--- src/rtl/irpw_pkg.sv ---
// Shared types and constants for the infrared pulse-width code receiver.
package irpw_pkg;

  localparam int CFG_W                = 14;
  localparam int CFG_IDX_W            = 1;
  localparam int CODE_W               = 8;
  localparam int COUNT_W              = 3;
  localparam int COUNTER_BITS_DEFAULT = 14;

  localparam logic [CFG_IDX_W-1:0] REG_ONE_THRESHOLD = 1'b0;
  localparam logic [CFG_IDX_W-1:0] REG_TIMEOUT       = 1'b1;

  localparam logic [CFG_W-1:0] ONE_THRESHOLD_RESET = 14'd27;
  localparam logic [CFG_W-1:0] TIMEOUT_RESET       = 14'd8125;

  // Pulses 0..3 carry an even code bit in their low run, 1..4 an odd one in their high run.
  localparam logic [COUNT_W-1:0] CODE_BIT_PULSES = 3'd4;
  localparam logic [COUNT_W-1:0] CODE_PULSES_LO  = 3'd4;
  localparam logic [COUNT_W-1:0] CODE_PULSES_HI  = 3'd5;
  localparam logic [COUNT_W-1:0] PULSE_LIMIT     = 3'd6;

  typedef struct packed {
    logic               frame_active;
    logic               measuring_low;
    logic [COUNT_W-1:0] pulse_index;
    logic [CODE_W-1:0]  code_bits;
  } irpw_ctl_t;

  typedef struct packed {
    logic               fire;
    logic [CODE_W-1:0]  code;
    logic [COUNT_W-1:0] count;
  } irpw_res_t;

endpackage

--- src/rtl/irpw_step.sv ---
// Per-sample next-state and result logic of the pulse-width decoder.
module irpw_step
  import irpw_pkg::*;
#(
  parameter int COUNTER_BITS = COUNTER_BITS_DEFAULT
) (
  input  irpw_ctl_t               ctl,
  input  logic [COUNTER_BITS-1:0] run_cnt,
  input  logic                    pin_level,
  input  logic [CFG_W-1:0]        one_threshold,
  input  logic [CFG_W-1:0]        timeout,
  output irpw_ctl_t               ctl_nxt,
  output logic [COUNTER_BITS-1:0] run_nxt,
  output irpw_res_t               res
);

  localparam int CMP_W = (COUNTER_BITS > CFG_W) ? COUNTER_BITS : CFG_W;
  localparam logic [COUNTER_BITS-1:0] RUN_ONE = COUNTER_BITS'(1);
  localparam logic [COUNTER_BITS-1:0] RUN_MAX = {COUNTER_BITS{1'b1}};

  logic [2:0] even_pos;
  logic [2:0] odd_pos;
  logic       over_thr;

  assign even_pos = {ctl.pulse_index[1:0], 1'b0};
  assign odd_pos  = 3'(({1'b0, ctl.pulse_index} << 1) - 4'd1);
  assign over_thr = CMP_W'(run_cnt) > CMP_W'(one_threshold);

  always_comb begin
    ctl_nxt = ctl;
    run_nxt = run_cnt;
    res     = '0;
    if (!ctl.frame_active) begin
      // open a frame on the first low sample
      if (!pin_level) begin
        ctl_nxt.frame_active  = 1'b1;
        ctl_nxt.measuring_low = 1'b1;
        ctl_nxt.pulse_index   = '0;
        ctl_nxt.code_bits     = '0;
        run_nxt               = RUN_ONE;
      end
    end else begin
      if (ctl.measuring_low == !pin_level) begin
        if (run_cnt != RUN_MAX) begin
          run_nxt = run_cnt + RUN_ONE;
        end
      end else if (ctl.measuring_low) begin
        if (ctl.pulse_index < CODE_BIT_PULSES && over_thr) begin
          ctl_nxt.code_bits = ctl.code_bits | (CODE_W'(1) << even_pos);
        end
        ctl_nxt.pulse_index = ctl.pulse_index + 3'd1;
        if (ctl_nxt.pulse_index == PULSE_LIMIT) begin
          // too many pulses: end with an empty result
          res.fire = 1'b1;
        end else begin
          ctl_nxt.measuring_low = 1'b0;
          run_nxt               = RUN_ONE;
        end
      end else begin
        if (ctl.pulse_index != '0 && ctl.pulse_index <= CODE_BIT_PULSES && over_thr) begin
          ctl_nxt.code_bits = ctl.code_bits | (CODE_W'(1) << odd_pos);
        end
        ctl_nxt.measuring_low = 1'b1;
        run_nxt               = RUN_ONE;
      end

      if (!res.fire && ctl_nxt.pulse_index != '0 && CMP_W'(run_nxt) >= CMP_W'(timeout)) begin
        res.fire  = 1'b1;
        res.count = ctl_nxt.pulse_index;
        if (ctl_nxt.pulse_index == CODE_PULSES_LO || ctl_nxt.pulse_index == CODE_PULSES_HI) begin
          res.code = ctl_nxt.code_bits;
        end
      end

      if (res.fire) begin
        ctl_nxt.frame_active  = 1'b0;
        ctl_nxt.measuring_low = 1'b0;
        run_nxt               = '0;
      end
    end
  end

endmodule

--- src/rtl/ir_pulse_width_code_receiver.sv ---
// Top level of the infrared pulse-width code receiver.
//
// Usage:
//   Input channel: one sampled receiver level per transfer (in_pin_level,
//   1 high, 0 low) under in_valid / in_stall. While idle, a low sample opens
//   a frame; alternating low and high runs are then timed in samples.
//   Result channel: one transfer per finished frame, carrying the decoded
//   eight-bit code and the count of completed pulses.
//   Configuration: cfg_we writes register cfg_index (0 one threshold,
//   1 timeout) with cfg_wdata; write only while no frame is in progress.
// Timing:
//   One sample per cycle sustained while out_stall is low. A sample is held
//   in the input register, where one pass of the step logic updates the
//   frame state and loads the result register, so the result of the frame's
//   last sample shows on out_valid from the result register behind it.
// Reset and stall:
//   Reset returns to idle with the default threshold and timeout. While a
//   result waits under out_stall, one more sample is still taken into the
//   input register; only then does in_stall rise.
module ir_pulse_width_code_receiver
  import irpw_pkg::*;
#(
  parameter int COUNTER_BITS = COUNTER_BITS_DEFAULT
) (
  input  logic                 clk,
  input  logic                 rst_n,
  input  logic                 in_valid,
  output logic                 in_stall,
  input  logic                 in_pin_level,
  output logic                 out_valid,
  input  logic                 out_stall,
  output logic [CODE_W-1:0]    out_player_code,
  output logic [COUNT_W-1:0]   out_pulse_count,
  input  logic                 cfg_we,
  input  logic [CFG_IDX_W-1:0] cfg_index,
  input  logic [CFG_W-1:0]     cfg_wdata
);

  // configuration registers
  logic [CFG_W-1:0] one_thr_r;
  logic [CFG_W-1:0] timeout_r;

  // input register
  logic s1_vld_r;
  logic s1_pin_r;

  // frame state
  irpw_ctl_t               ctl_r;
  irpw_ctl_t               ctl_nxt;
  logic [COUNTER_BITS-1:0] run_r;
  logic [COUNTER_BITS-1:0] run_nxt;
  irpw_res_t               res;

  // result register
  logic               out_vld_r;
  logic [CODE_W-1:0]  out_code_r;
  logic [COUNT_W-1:0] out_count_r;

  logic advance;

  // process the held sample whenever the result register has room
  assign advance  = s1_vld_r && (!out_vld_r || !out_stall);
  assign in_stall = s1_vld_r && out_vld_r && out_stall;

  assign out_valid       = out_vld_r;
  assign out_player_code = out_code_r;
  assign out_pulse_count = out_count_r;

  always_ff @(posedge clk) begin
    if (!rst_n) begin
      one_thr_r <= ONE_THRESHOLD_RESET;
      timeout_r <= TIMEOUT_RESET;
    end else if (cfg_we) begin
      unique case (cfg_index)
        REG_ONE_THRESHOLD: one_thr_r <= cfg_wdata;
        REG_TIMEOUT:       timeout_r <= cfg_wdata;
      endcase
    end
  end

  irpw_step #(
    .COUNTER_BITS(COUNTER_BITS)
  ) u_step (
    .ctl          (ctl_r),
    .run_cnt      (run_r),
    .pin_level    (s1_pin_r),
    .one_threshold(one_thr_r),
    .timeout      (timeout_r),
    .ctl_nxt      (ctl_nxt),
    .run_nxt      (run_nxt),
    .res          (res)
  );

  // input register: hold while stalled
  always_ff @(posedge clk) begin
    if (!rst_n) begin
      s1_vld_r <= 1'b0;
    end else if (!in_stall) begin
      s1_vld_r <= in_valid;
    end
  end

  always_ff @(posedge clk) begin
    if (in_valid && !in_stall) begin
      s1_pin_r <= in_pin_level;
    end
  end

  // frame state: advance once per processed sample
  always_ff @(posedge clk) begin
    if (!rst_n) begin
      ctl_r <= '0;
      run_r <= '0;
    end else if (advance) begin
      ctl_r <= ctl_nxt;
      run_r <= run_nxt;
    end
  end

  // result register: load on a finished frame, drop once taken
  always_ff @(posedge clk) begin
    if (!rst_n) begin
      out_vld_r <= 1'b0;
    end else if (advance && res.fire) begin
      out_vld_r <= 1'b1;
    end else if (!out_stall) begin
      out_vld_r <= 1'b0;
    end
  end

  always_ff @(posedge clk) begin
    if (advance && res.fire) begin
      out_code_r  <= res.code;
      out_count_r <= res.count;
    end
  end

`ifndef SYNTHESIS
  a_code_needs_count: assert property (@(posedge clk) disable iff (!rst_n)
    out_vld_r |-> (out_count_r == CODE_PULSES_LO || out_count_r == CODE_PULSES_HI ||
                   out_code_r == '0))
    else $error("nonzero code with invalid pulse count");

  a_idle_run_clear: assert property (@(posedge clk) disable iff (!rst_n)
    !ctl_r.frame_active |-> run_r == '0)
    else $error("run counter not cleared while idle");

  a_fire_in_frame: assert property (@(posedge clk) disable iff (!rst_n)
    (advance && res.fire) |-> ctl_r.frame_active)
    else $error("result produced outside a frame");

  a_fire_loads_out: assert property (@(posedge clk) disable iff (!rst_n)
    (advance && res.fire) |=> out_vld_r && out_count_r == $past(res.count))
    else $error("finished frame not presented on result channel");
`endif

endmodule
--- config.mk ---
export PLATFORM = sky130hd
export DESIGN_NAME = ir_pulse_width_code_receiver
export DESIGN_NICKNAME = d
export VERILOG_FILES = /design/src/rtl/irpw_pkg.sv /design/src/rtl/irpw_step.sv /design/src/rtl/ir_pulse_width_code_receiver.sv
export SDC_FILE = /design/constraint.sdc
export NUM_CORES = 1
export LEC_CHECK = 0
export BUFFER_PORTS_ARGS = -buffer_cell sky130_fd_sc_hd__buf_2
export CAP_MARGIN = 20
export CORE_MARGIN = 1.5
export CORE_UTILIZATION = 45
export DETAILED_ROUTE_END_ITERATION = 10
export PLACE_DENSITY = 0.66
export SLEW_MARGIN = 20
export SYNTH_ARGS = -nofsm -noshare
export SYNTH_HDL_FRONTEND = slang
export SYNTH_SLANG_ARGS = --single-unit
--- constraint.sdc ---
create_clock -name clk -period 3.8 [get_ports clk]
set_clock_uncertainty 0.15 [all_clocks]
set_input_delay 0.95 -clock clk [delete_from_list [all_inputs] [get_ports clk]]
set_output_delay 0.95 -clock clk [all_outputs]
set_load 0.05 [all_outputs]
==> Word level (Yosys, flattened, before mapping) <==
Cells that the tools add are included.
{ "classes": {"add_sub_neg": 3, "n_lt_le_gt_ge": 4, "n_eq_ne": 8, "shifts": 2, "n_mux": 28, "n_bitwise": 3, "n_reduce_logical": 23} }
{ "op_table": {"columns": ["operator", "count"], "rows": [
  ["$mux 14", 8],
  ["$mux 12", 5],
  ["$mux 8", 4],
  ["$mux 13", 2],
  ["$or 8x8->8", 2],
  ["$shl 1x3->8 const A", 2],
  ["$add 14x1->14 const B", 1],
  ["$ge 14x14->1", 1],
  ["$gt 14x14->1", 1],
  ["$ne 14x14->1 const B", 1],
  ["$logic_and 1x1->1", 10],
  ["$eq 3x3->1 const B", 3],
  ["$mux 1", 7],
  ["$reduce_and 2->1", 3],
  ["$reduce_bool 3->1", 2],
  ["$logic_not 1->1", 5],
  ["$ne 2x1->1 const B", 2],
  ["$add 3x1->3 const B", 1],
  ["$le 3x3->1 const B", 1],
  ["$lt 3x3->1 const B", 1],
  ["$mux 3", 1],
  ["$ne 3x3->1 const B", 1],
  ["$reduce_and 3->1", 1],
  ["$sub 3x1->3 const B", 1],
  ["4 further kinds", 5]
]} }
{ "word_totals": {"ff_bits": 69, "input_bits": 21, "elab_cells": 83} }

==> Logic depth before layout (Yosys ltp) <==
Gate-level depths: netlist of run 1.
{ "logic_depth": {"ltp_word": 15, "mapped_depth": 16, "depth_no_buf": 13} }

==> Hierarchy <==
From an unflattened synthesis of run 1, not the netlist that was laid out.
{ "unflattened": {"hier_cells": 555, "hier_area_um2": 4393.0} }
{ "modules_own_cells": {"columns": ["module", "n_inst", "cells_per_inst", "area_each_um2"], "rows": [
  ["ir_pulse_width_code_receiver", 1, 264, 2448.6],
  ["irpw_step", 1, 291, 1944.4]
]} }

==> Worst setup path before layout of run 1 <==
Ideal clock, no wire load.
{ "synth_path": {"path_type": "register to register", "start": "register ctl_r[8] (netlist bit)", "end": "register out_code_r[0], in the netlist out_player_code[0], enable pin", "arrival_ns": 3.031, "slack_ns": 0.280, "path_stages_with_launch": 16, "n_path_buf": 2, "synth_period_minus_slack_ns": 3.520, "path_cell_list": "dfxtp_1 -> ha_1 -> buf_2 -> xor2_4 -> nand3_4 -> nand2_1 -> buf_6 -> o211ai_1 -> o31ai_1 -> ha_1 -> nand4_1 -> o221ai_1 -> a21oi_1 -> a211oi_4 -> o21ai_2 -> inv_1"} }
{ "synth_between": {"elab_chain_cells": 13, "elab_cells_between_ends": 22, "cone_classes": "add/sub: 1; order compare: 1; eq/ne: 1; mux: 14; reduce/logical: 5"} }
{ "synth_lines": {"columns": ["item", "line", "text"], "rows": [
  ["start: declaration", "ir_pulse_width_code_receiver.sv:48", "irpw_ctl_t ctl_r;"],
  ["start signal: assignment", "ir_pulse_width_code_receiver.sv:115", "ctl_r <= ctl_nxt;"],
  ["branches (longest 9 deep; another with $ge 14x14->1)", null, null],
  ["$mux 12 *", "irpw_step.sv:67", "if (!res.fire && ctl_nxt.pulse_index != '0 && CMP_W'(run_nxt) >= CMP_W'(timeout)) begin"],
  ["$mux 12 * (2 in a row)", "irpw_step.sv:33", "if (!ctl.frame_active) begin"],
  ["$logic_and 1x1->1 *", "ir_pulse_width_code_receiver.sv:132", "if (advance && res.fire) begin"],
  ["end signal: assignment", "ir_pulse_width_code_receiver.sv:133", "out_code_r <= res.code;"],
  ["end: declaration", "ir_pulse_width_code_receiver.sv:56", "logic [CODE_W-1:0] out_code_r;"]
]} }
Every way passes the cells marked *. The select of a mux whose other input is x is not followed.
A chain may end at the register's enable or synchronous reset.

==> Final worst setup path of run 1 <==
{ "layout_path": {"start": "register s1_pin_r", "end": "register run_r[8]"} }
{ "layout_between": {"elab_chain_cells": 11, "elab_cells_between_ends": 19, "cone_classes": "order compare: 1; eq/ne: 2; mux: 10; reduce/logical: 6"} }
{ "layout_lines": {"columns": ["item", "line", "text"], "rows": [
  ["start: declaration", "ir_pulse_width_code_receiver.sv:45", "logic s1_pin_r;"],
  ["start signal: assignment", "ir_pulse_width_code_receiver.sv:105", "s1_pin_r <= in_pin_level;"],
  ["branches (longest 11 deep; another with $ge 14x14->1)", null, null],
  ["end signal: assignment", "ir_pulse_width_code_receiver.sv:116", "run_r <= run_nxt;"],
  ["end: declaration", "ir_pulse_width_code_receiver.sv:50", "logic [COUNTER_BITS-1:0] run_r;"]
]} }
Several ways; the timed one is not identified. The select of a mux whose other input is x is not followed.

==> impl_metrics.toml, run 1 <==
[run_status]
status = "finished, final reports clean"

[min_path]
hold_class = "flop to flop"

[drt]
via_per_inst = 5.496
drt-total-wl_um = 8920
drtIter0Drc = 209
num_vias = 3325
wl_per_cell_um = 14.74
ant_nets = 0
route.detailed.drc = 0
firstDrtPassIters = 5

[floorplanning]
start_util = 0.4615
fp.dieH_um = 97.11
die_width_um = 97.11
std_cell_rows = 34
coreArea_mm2 = 0.008636
ios = 34
die-area_mm2 = 0.009429

[clock_network]
htreeDepth = 3
numCtsBuffers = 9
clkTransAtPathRegs_ns = 0.08
clock_latency_ns = 0.35
root_buffer = "clkbuf_8"
cts_max_path_buffers = 2
cts.sinks = 69
cts_tree = "done"

[final_layout]
layout.nets = 547
num_antenna_cells = 0
area_growth_pct = 14.41
drive_gt1_frac = 0.1851

[sta]
fin_tns_setup_ns = 0
relSlewSlack = 0.4954
slew_violations = 0
timing.final.ws_setup_ns = 0.2117
rsz0062_at_grt = "false"
worst_slew_pin_slew_ns = 0.7569
finalCritPeriodShare = 0.9443
clock.fmax_mhz = 278.7
setup_viol = 0
period_minus_slack_ns = 3.588
hold_violations = 0

[global_route]
grt_pass1_wl_um = 15150
antenna_found_initial = 0
grt.overflow.total = 0
grt_use_total = 0.1981
grt_start_max_net_pins = 25
grt_pass1_vias = 3140

[power]
ir_worst_vdd_mv = 0.2132
total_power_mw = 1.607
cellPowerDensity_mw_per_mm2 = 352.4
leakagePower_nw = 1.983

[placed_design]
pre_cts_ws_ns = 0.04386
portBuffers = 33
dpl.hpwl_um = 6777
gp_congestion = 0.8812

[worst_setup_path]
cp_data_required_time_ns = 3.90
slowest_stage = "edfxtp_1"
path_delay_family = "simple AND/OR/NAND/NOR gates"
crit_chain = "and2_1 > nand3_4 > nand2_1 > buf_4 > and3b_1 > ha_1 > nand4_1 > o221ai_1 > a21oi_2 > a211oi_4 > buf_4 > nor3_4 > buf_4 > a22o_1"
crit_path_max_incr_delay_ns = 0.57
setup.worst_path.start_class = "flop"
cp_max_fo = 9
path_buf_inv = 3
crit_arrival_ns = 3.69
crit_path_end_kind = "flop"
cp_common_cell = "buf_4"
worstSetupPathType = "flop to flop"

[synth]
synth_area_mm2 = 0.003985
syn-instance-count = 450
synth_cell_type_count = 60
ys_ff_latch = 69
ys_seq_area_frac = 0.3768
synth_area_per_cell_um2 = 8.856
syn-num-nets = 505
ys_warn_count = 0

[job]
maxCapViolations = 0
-- timing repair --
action                                  in CTS  in global routing
endpoints found under the setup margin       0                 35
gates resized for setup                      0                  6
endpoints found under the hold margin        0                  0
hold buffers                                 0                  0
setup buffers                                0                  2
-- per-stage QoR --
stage | hold slack (ns) | util | cells | cell area (um2)
2_1_floorplan | 0.2935 | - | 450 | 3985
3_3_place_gp | 0.3005 | 0.4965 | 587 | 4288
3_5_place_dp | 0.3068 | 0.4965 | 587 | 4288
4_1_cts | 0.3186 | 0.5230 | 603 | 4517
5_1_grt | 0.3431 | 0.5280 | 605 | 4559
6_report | 0.3168 | 0.5280 | 605 | 4559
-- registers in the layout (all words and copies together), names as in the netlist --
name             cells
one_thr_r           14
run_r               14
timeout_r           14
ctl_r               13
out_player_code      8
out_pulse_count      3
out_valid            1
s1_pin_r             1
s1_vld_r             1
-- Yosys cell counts, drive strengths merged --
master | instances | area share
edfxtp | 12 | 0.090
a32oi | 1 | 0.0022
a21boi | 15 | 0.028
and3 | 8 | 0.013
o2111ai | 1 | 0.0038
a21oi | 20 | 0.026
nand2b | 4 | 0.0063
o21a | 2 | 0.0038
buf | 10 | 0.021
o31a | 1 | 0.0022
nor2b | 7 | 0.011
and4 | 2 | 0.0047
a211oi | 1 | 0.0050
o211ai | 15 | 0.028
o211a | 1 | 0.0025
xnor2 | 2 | 0.0044
o2111a | 1 | 0.0028
nor3 | 8 | 0.013
o41ai | 2 | 0.0044
and3b | 1 | 0.0022
nor2 | 18 | 0.017
o31ai | 3 | 0.0057
ha | 34 | 0.11
a31oi | 7 | 0.011
xor2 | 3 | 0.011
nand2 | 75 | 0.073
nor4 | 2 | 0.0085
a21o | 3 | 0.0057
dfxtp | 57 | 0.29
nand4 | 13 | 0.026
a221o | 1 | 0.0025
and2 | 5 | 0.0082
inv | 37 | 0.035
clkbuf | 11 | 0.010
a22o | 17 | 0.038
o311ai | 1 | 0.0022
mux2i | 3 | 0.0075
a31o | 1 | 0.0022
o21ai | 18 | 0.024
nand3 | 19 | 0.028
a41oi | 6 | 0.013
o221ai | 2 | 0.0044
-- tightest hold or removal path: stages, from the launching register on --
cell and delay [ns]:
dfxtp_1 0.31, nand2_1 0.05, a21boi_0 0.06
-- power by group --
| part | internal, mW | switching (mW) | leakage [nW] |
|---|---|---|---|
| Sequential | 0.760 | 0.0147 | 0.598 |
| Clock | 0.381 | 0.313 | 0.113 |
| Combinational | 0.0534 | 0.0848 | 1.27 |
| Total | 1.19 | 0.412 | 1.98 |
-- layout by cell type, fill, tap and decap left out, types with 3 or more instances in the layout --
cell type  instances
a31oi_1            7
a21boi_0          15
inv_1             35
nor3_1             7
nand2b_1           4
nand3_1           17
a41oi_1            6
nor2b_1            7
buf_2             33
a21o_1             3
edfxtp_1          12
inv_6              3
ha_1              34
and2_1             4
o21ai_0           15
o211ai_1          15
nor2_1            16
clkbuf_8           9
a21oi_1           18
mux2i_1            3
dfxtp_1           57
nand4_1           11
o31ai_1            3
nand2_1           74
buf_4             19
and3_1             8
a22o_1            16
-- cells by family after synthesis --
group	Yosys count	share of synthesized area
flip-flops	69	0.3768
XOR/XNOR	5	0.01570
adder cells (fa/ha/maj)	34	0.1068
AND/OR/NAND/NOR	162	0.2097
multiplexers	3	0.007536
AO/OA/AOI/OAI	119	0.2173
buffers and inverters	58	0.06624
-- worst paths after layout --
path                                           startpoint                   endpoint  slack, ns  cells past startpoint
worst max-delay path                   s1_pin_r$_DFFE_PP_      run_r[8]$_SDFFE_PN0P_       0.21                     14
worst min-delay path            timeout_r[1]$_SDFFE_PN0P_  timeout_r[1]$_SDFFE_PN0P_       0.32                      2
worst max register to register         s1_pin_r$_DFFE_PP_      run_r[8]$_SDFFE_PN0P_       0.21                     14
worst min register to register  timeout_r[1]$_SDFFE_PN0P_  timeout_r[1]$_SDFFE_PN0P_       0.32                      2
-- area by class of cell --
| type | instances | area (um2) |
|---|---|---|
| fill | 827 | 4076 |
| multi-input combinational | 323 | 2243 |
| sequential | 69 | 1501 |
| timing repair buffer | 52 | 307.8 |
| inverter | 37 | 142.6 |
| tap | 108 | 135.1 |
| clock buffer | 9 | 123.9 |
| clock inverter | 7 | 105.1 |
-- metal layers --
layer / global-route usage / up-vias / wire length, um
met4: 0.06689 / 0 / 87
met1: 0.2651 / 1535 / 4237
met5: 0 / - / 0
li1: - / 1702 / -
met2: 0.3195 / 81 / 4268
met3: 0.04029 / 7 / 326
(Power assumes the default switching activity.)
==> run 2: changes to the inputs <==
--- a/config.mk
+++ b/config.mk
@@ -7,6 +7,7 @@
 export LEC_CHECK = 0
 export BUFFER_PORTS_ARGS = -buffer_cell sky130_fd_sc_hd__buf_2
 export CAP_MARGIN = 20
+export CORE_ASPECT_RATIO = 0.9
 export CORE_MARGIN = 1.5
 export CORE_UTILIZATION = 45
 export DETAILED_ROUTE_END_ITERATION = 10
==> impl_metrics.toml, run 2 (synthesis results as in run 1) <==
[run_status]
status = "finished, final reports clean"

[sta]
relSlewSlack = 0.4420
hold_violations = 0
worst_slew_pin_slew_ns = 0.8371
setup_viol = 0
finalCritPeriodShare = 0.9402
slew_violations = 0
clock.fmax_mhz = 279.9
period_minus_slack_ns = 3.573
holdWs_ns = 0.3155

[final_layout]
num_antenna_cells = 0
top_regs = "one_thr_r: 14 flops, run_r: 14 flops, timeout_r: 14 flops"
drive_gt1_frac = 0.1992
register_area_mm2 = 0.001503
area_growth_pct = 16.08
mostFrequentLayoutCell = "nand2_1"
multi_input_area_mm2 = 0.002235
final_util = 0.5399
layout.nets = 557
fillers = 839
layout_common_cells = "nand2_1 (73), dfxtp_1 (56), inv_1 (35), ha_1 (34), buf_2 (33)"

[drt]
firstDrtPassIters = 4
ant_nets = 0
route.detailed.drc = 0
drtIter0Drc = 179
via_per_inst = 5.454
drt-total-wl_um = 9421
wl_per_cell_um = 15.05
num_vias = 3414

[floorplanning]
coreArea_mm2 = 0.008568
start_util = 0.4651
std_cell_rows = 32
die-area_mm2 = 0.009430
ios = 34
fp.dieH_um = 92.28
die_width_um = 102.2

[clock_network]
cts_hold_buf = 0
cts.sinks = 69
clock_latency_ns = 0.36
root_buffer = "clkbuf_8"
clkTransAtPathRegs_ns = 0.09
cts_max_path_buffers = 2
numCtsBuffers = 9
htreeDepth = 3
cts_tree = "done"

[power]
comb_power_share = 0.093
leakagePower_nw = 2.027
cellPowerDensity_mw_per_mm2 = 342.9
p_int_mw = 1.184
p_switching_mw = 0.4019
p_seq_frac = 0.487
clock_power_share = 0.420
power_switching_share = 0.2534
ir_worst_vdd_mv = 0.1755

[job]
maxCapViolations = 0

[global_route]
grt_use_total = 0.2136
grt_pass1_vias = 3219
grt_pass1_wl_um = 15680
antenna_found_initial = 0
grt.overflow.total = 0
grt_start_max_net_pins = 25

[worst_setup_path]
crit_path_max_incr_delay_ns = 0.34
crit_chain = "buf_4 > inv_1 > ha_1 > nand3_4 > nand2_2 > buf_4 > and3b_1 > ha_1 > nand4_1 > nor2_2 > o311ai_2 > a211oi_4 > buf_4 > nand3_2 > nor3_1"
crit_path_end_kind = "flop"
cp_data_required_time_ns = 3.84
cp_max_fo = 10
worstSetupPathType = "flop to flop"
setup.worst_path.start_class = "flop"
slowest_stage = "ha_1"
crit_arrival_ns = 3.61
cp_common_cell = "buf_4"

[placed_design]
dpl.hpwl_um = 6902
gp_congestion = 0.9116
portBuffers = 33

[min_path]
hold_class = "flop to flop"
-- run 2: per-layer routing --
metal,routed length (um),vias to the layer above,GRT usage
met1,4372,1576,0.2951
met5,0,-,0
met4,169,0,0.08676
li1,-,1727,-
met3,573,15,0.03354
met2,4305,96,0.3306
-- run 2: what timing repair did --
action,4_1_cts,5_1_grt
setup endpoints to repair,24,37
pin swaps,2,0
setup buffers,4,0
resized for setup,1,5
-- run 2: per-stage QoR --
step           power, mW  cells  area, um2   TNS (ns)  worst slack (ns)
2_1_floorplan     0.8866    450       3985          0            0.2804
3_3_place_gp      0.9283    606       4362   -0.09277         -0.008941
3_5_place_dp      0.9318    606       4362     -1.198          -0.09648
4_1_cts            1.589    626       4609          0           0.02858
5_1_grt            1.641    626       4626  -0.001908         -0.001908
6_report           1.586    626       4626          0            0.2273
-- run 2: power groups by stage --
stage / Sequential [mW] / Combinational [mW] / Clock [mW]
2_1_floorplan: 0.784 / 0.102 / 0
3_3_place_gp: 0.789 / 0.140 / 0
3_5_place_dp: 0.790 / 0.142 / 0
4_1_cts: 0.772 / 0.146 / 0.670
5_1_grt: 0.775 / 0.166 / 0.700
6_report: 0.772 / 0.147 / 0.667
-- run 2: area by class of cell --
| cell class | count | share of cell area |
|---|---|---|
| inverter | 37 | 0.03084 |
| timing repair buffer | 62 | 0.08277 |
| clock inverter | 7 | 0.01948 |
| tap | 119 | 0.03219 |
| clock buffer | 9 | 0.02678 |
| multi-input combinational | 323 | 0.4831 |
| sequential | 69 | 0.3249 |
-- run 2: final timing paths --
path | start | to | slack [ns] | depth (start not counted)
worst max register to register | ctl_r[9]$_SDFFE_PN0P_ | out_player_code[4]$_SDFFCE_PN0P_ | 0.23 | 15
worst max-delay path | ctl_r[9]$_SDFFE_PN0P_ | out_player_code[4]$_SDFFCE_PN0P_ | 0.23 | 15
worst min-delay path | one_thr_r[13]$_SDFFE_PN0P_ | one_thr_r[13]$_SDFFE_PN0P_ | 0.32 | 2
worst min register to register | one_thr_r[13]$_SDFFE_PN0P_ | one_thr_r[13]$_SDFFE_PN0P_ | 0.32 | 2
-- run 2: worst max-delay path: cells and delay by family, from the launching register on --
| family | cells | cell delay, ns |
|---|---|---|
| AO/OA/AOI/OAI | 2 | 0.52 |
| adder cells (fa/ha/maj) | 2 | 0.57 |
| buffers and inverters | 4 | 0.62 |
| flip-flops | 1 | 0.33 |
| AND/OR/NAND/NOR | 7 | 1.21 |
==> run 3: changes to the inputs <==
--- a/config.mk
+++ b/config.mk
@@ -5,6 +5,7 @@
 export SDC_FILE = /design/constraint.sdc
 export NUM_CORES = 1
 export LEC_CHECK = 0
+export ABC_AREA = 1
 export BUFFER_PORTS_ARGS = -buffer_cell sky130_fd_sc_hd__buf_2
 export CAP_MARGIN = 20
 export CORE_ASPECT_RATIO = 0.9
==> impl_metrics.toml, run 3 <==
[synth]
synth_area_per_cell_um2 = 7.140
ys_ff_latch = 69
synth_top_cell_by_area = "dfxtp_1"
syn-num-nets = 662
synth_area_leaders = "dfxtp_1 (26%), nand2_1 (12%), ha_1 (9.8%), edfxtp_1 (8.3%), inv_1 (7.6%)"
ys_warn_count = 0
synth_cell_type_count = 38
synth_area_mm2 = 0.004334
synth_top_area_frac = 0.2633
synth_common_cells = "nand2_1 (135), inv_1 (88), dfxtp_1 (57)"
syn-instance-count = 607
ys_seq_area_frac = 0.3464
synth_edf_count = 12
synth_ff_type = "dfxtp_1"
yosysMostFrequentCell = "nand2_1"
synth-async-reset-ratio = 0

[worst_setup_path]
startpoint = "run_r[1]$_SDFFE_PN0P_"
worstSetupPathType = "flop to flop"
slowest_stage = "dfxtp_2"
cp_max_fo = 11
crit_path_max_incr_delay_ns = 0.37
crit_chain = "ha_2 > nand3_2 > nor3_2 > nand3b_1 > o21ai_1 > nand2_1 > o21ai_0 > inv_1 > ha_1 > nand2_1 > nor2_1 > nand2_1 > nand2_1 > nand2_1 > nand3_1 > nand2_4 > nand2_1 > nand3_1 > inv_1 > buf_12"
setup.worst_path.start_class = "flop"
timing.rr.start = "run_r[1]$_SDFFE_PN0P_"
cp_data_required_time_ns = 3.72
crit_arrival_ns = 3.39
ff2ff_setup_slack_ns = 0.33
crit_path_end_kind = "flop"
cp_common_cell = "nand2_1"

[clock_network]
cts_hold_buf = 0
clock_latency_ns = 0.35
numCtsBuffers = 9
cts.sinks = 69
cts_tree = "done"
htreeDepth = 3
root_buffer = "clkbuf_8"
clkTransAtPathRegs_ns = 0.08
cts_max_path_buffers = 2

[final_layout]
layout.nets = 698
fillers = 923
multi_input_area_mm2 = 0.002366
layout_common_cells = "nand2_1 (135), inv_1 (88), dfxtp_1 (53), nor2_1 (49), nand3_1 (41)"
num_antenna_cells = 0
area_growth_pct = 13.51
top_regs = "one_thr_r: 14 flops, run_r: 14 flops, timeout_r: 14 flops"
mostFrequentLayoutCell = "nand2_1"
drive_gt1_frac = 0.1667
register_area_mm2 = 0.001506

[power]
leakagePower_nw = 2.255
ir_worst_vdd_mv = 0.1897
cellPowerDensity_mw_per_mm2 = 360.5

[drt]
firstDrtPassIters = 4
route.detailed.drc = 0
drtIter0Drc = 266
via_per_inst = 5.110
wl_per_cell_um = 13.77
drt-total-wl_um = 10610
ant_nets = 0
num_vias = 3935

[sta]
slew_violations = 0
clock.fmax_mhz = 287.9
worst_slew_pin_slew_ns = 0.9404
relSlewSlack = 0.3724
hold_violations = 0
finalCritPeriodShare = 0.9140
period_minus_slack_ns = 3.473
fin_tns_setup_ns = 0
rsz0062_at_grt = "false"
timing.final.ws_setup_ns = 0.3267
setup_viol = 0
holdWs_ns = 0.3124

[placed_design]
gp_congestion = 1.009
portBuffers = 33
pre_cts_ws_ns = 0.1615
dpl.hpwl_um = 7989

[global_route]
grt_pass1_wl_um = 17820
grt_pass1_vias = 3727
grt.overflow.total = 0
grt_use_total = 0.2235
grt_start_max_net_pins = 35
antenna_found_initial = 0

[floorplanning]
std_cell_rows = 33
coreArea_mm2 = 0.009249
die_width_um = 106.5
fp.dieH_um = 96.11
die-area_mm2 = 0.01023
start_util = 0.4686
ios = 34

[job]
maxCapViolations = 0

[min_path]
min-delay-start = "timeout_r[6]$_SDFFE_PN0P_"
hold_class = "flop to flop"

[run_status]
status = "finished, final reports clean"
## run 3: cell types whose count changed in the layout (fill, tap and decap cells not counted), sizes merged, moves of 14 or more
cell and delta:
nand2 +69, inv +56, nor2 +34, a21oi +30, nand3 +30, a22o -17, a21boi -15, buf -14
## run 3: critical path: cells and delay by family (launching register included)
family / cells / cell delay [ns]
compound gates: 2 / 0.34
simple gates: 13 / 1.46
fa+ha+maj: 2 / 0.53
flops: 1 / 0.37
buf+inv: 3 / 0.35
## run 3: path summary, 6_finish.rpt
| path | endpoint | depth (start not counted) |
|---|---|---|
| worst min register to register | timeout_r[6]$_SDFFE_PN0P_ | 2 |
| worst max register to register | out_pulse_count[0]$_SDFFCE_PN0P_ | 20 |
| worst min-delay path | timeout_r[6]$_SDFFE_PN0P_ | 2 |
| worst max-delay path | out_pulse_count[0]$_SDFFCE_PN0P_ | 20 |
## run 3: power breakdown
group / internal (mW) / switching [mW]
sequential: 0.768 / 0.0136
combinational: 0.0880 / 0.175
clock: 0.436 / 0.293
## run 3: cell type report
type | count | share of cell area
Clock buffer | 10 | 0.02594
Clock inverter | 6 | 0.02263
Inverter | 96 | 0.07426
Multi-Input combinational cell | 419 | 0.4809
Sequential cell | 69 | 0.3062
Tap cell | 122 | 0.03103
Timing Repair Buffer | 48 | 0.05900
## run 3: logic make-up after synthesis
family | after synthesis | synth area share
buffers and inverters | 119 | 0.1100
AO/OA/AOI/OAI | 100 | 0.1377
AND/OR/NAND/NOR | 275 | 0.2875
adder cells (fa/ha/maj) | 34 | 0.09815
XOR/XNOR | 10 | 0.02021
flip-flops | 69 | 0.3464
## run 3: metal layers
metal	global-route usage	wire length, um	up-vias
li1	-	-	2040
met1	0.3050	5269	1790
met2	0.3640	4633	92
met3	0.03927	546	13
met4	0.06667	155	0
met5	0	0	-
## run 3: per-stage QoR
| step | total power, mW | util | area (um2) | cells |
|---|---|---|---|---|
| after floorplan | 0.9906 | - | 4334 | 607 |
| after global placement | 1.053 | 0.5026 | 4648 | 752 |
| after detailed placement | 1.058 | 0.5026 | 4648 | 752 |
| after CTS | 1.788 | 0.5284 | 4887 | 768 |
| after global routing | 1.856 | 0.5319 | 4920 | 770 |
| final | 1.774 | 0.5319 | 4920 | 770 |
## run 3: what timing repair did
item,in CTS,in global routing
buffers inserted,0,2
hold endpoints to repair,0,0
endpoints found under the setup margin,0,35
gates resized for setup,0,10
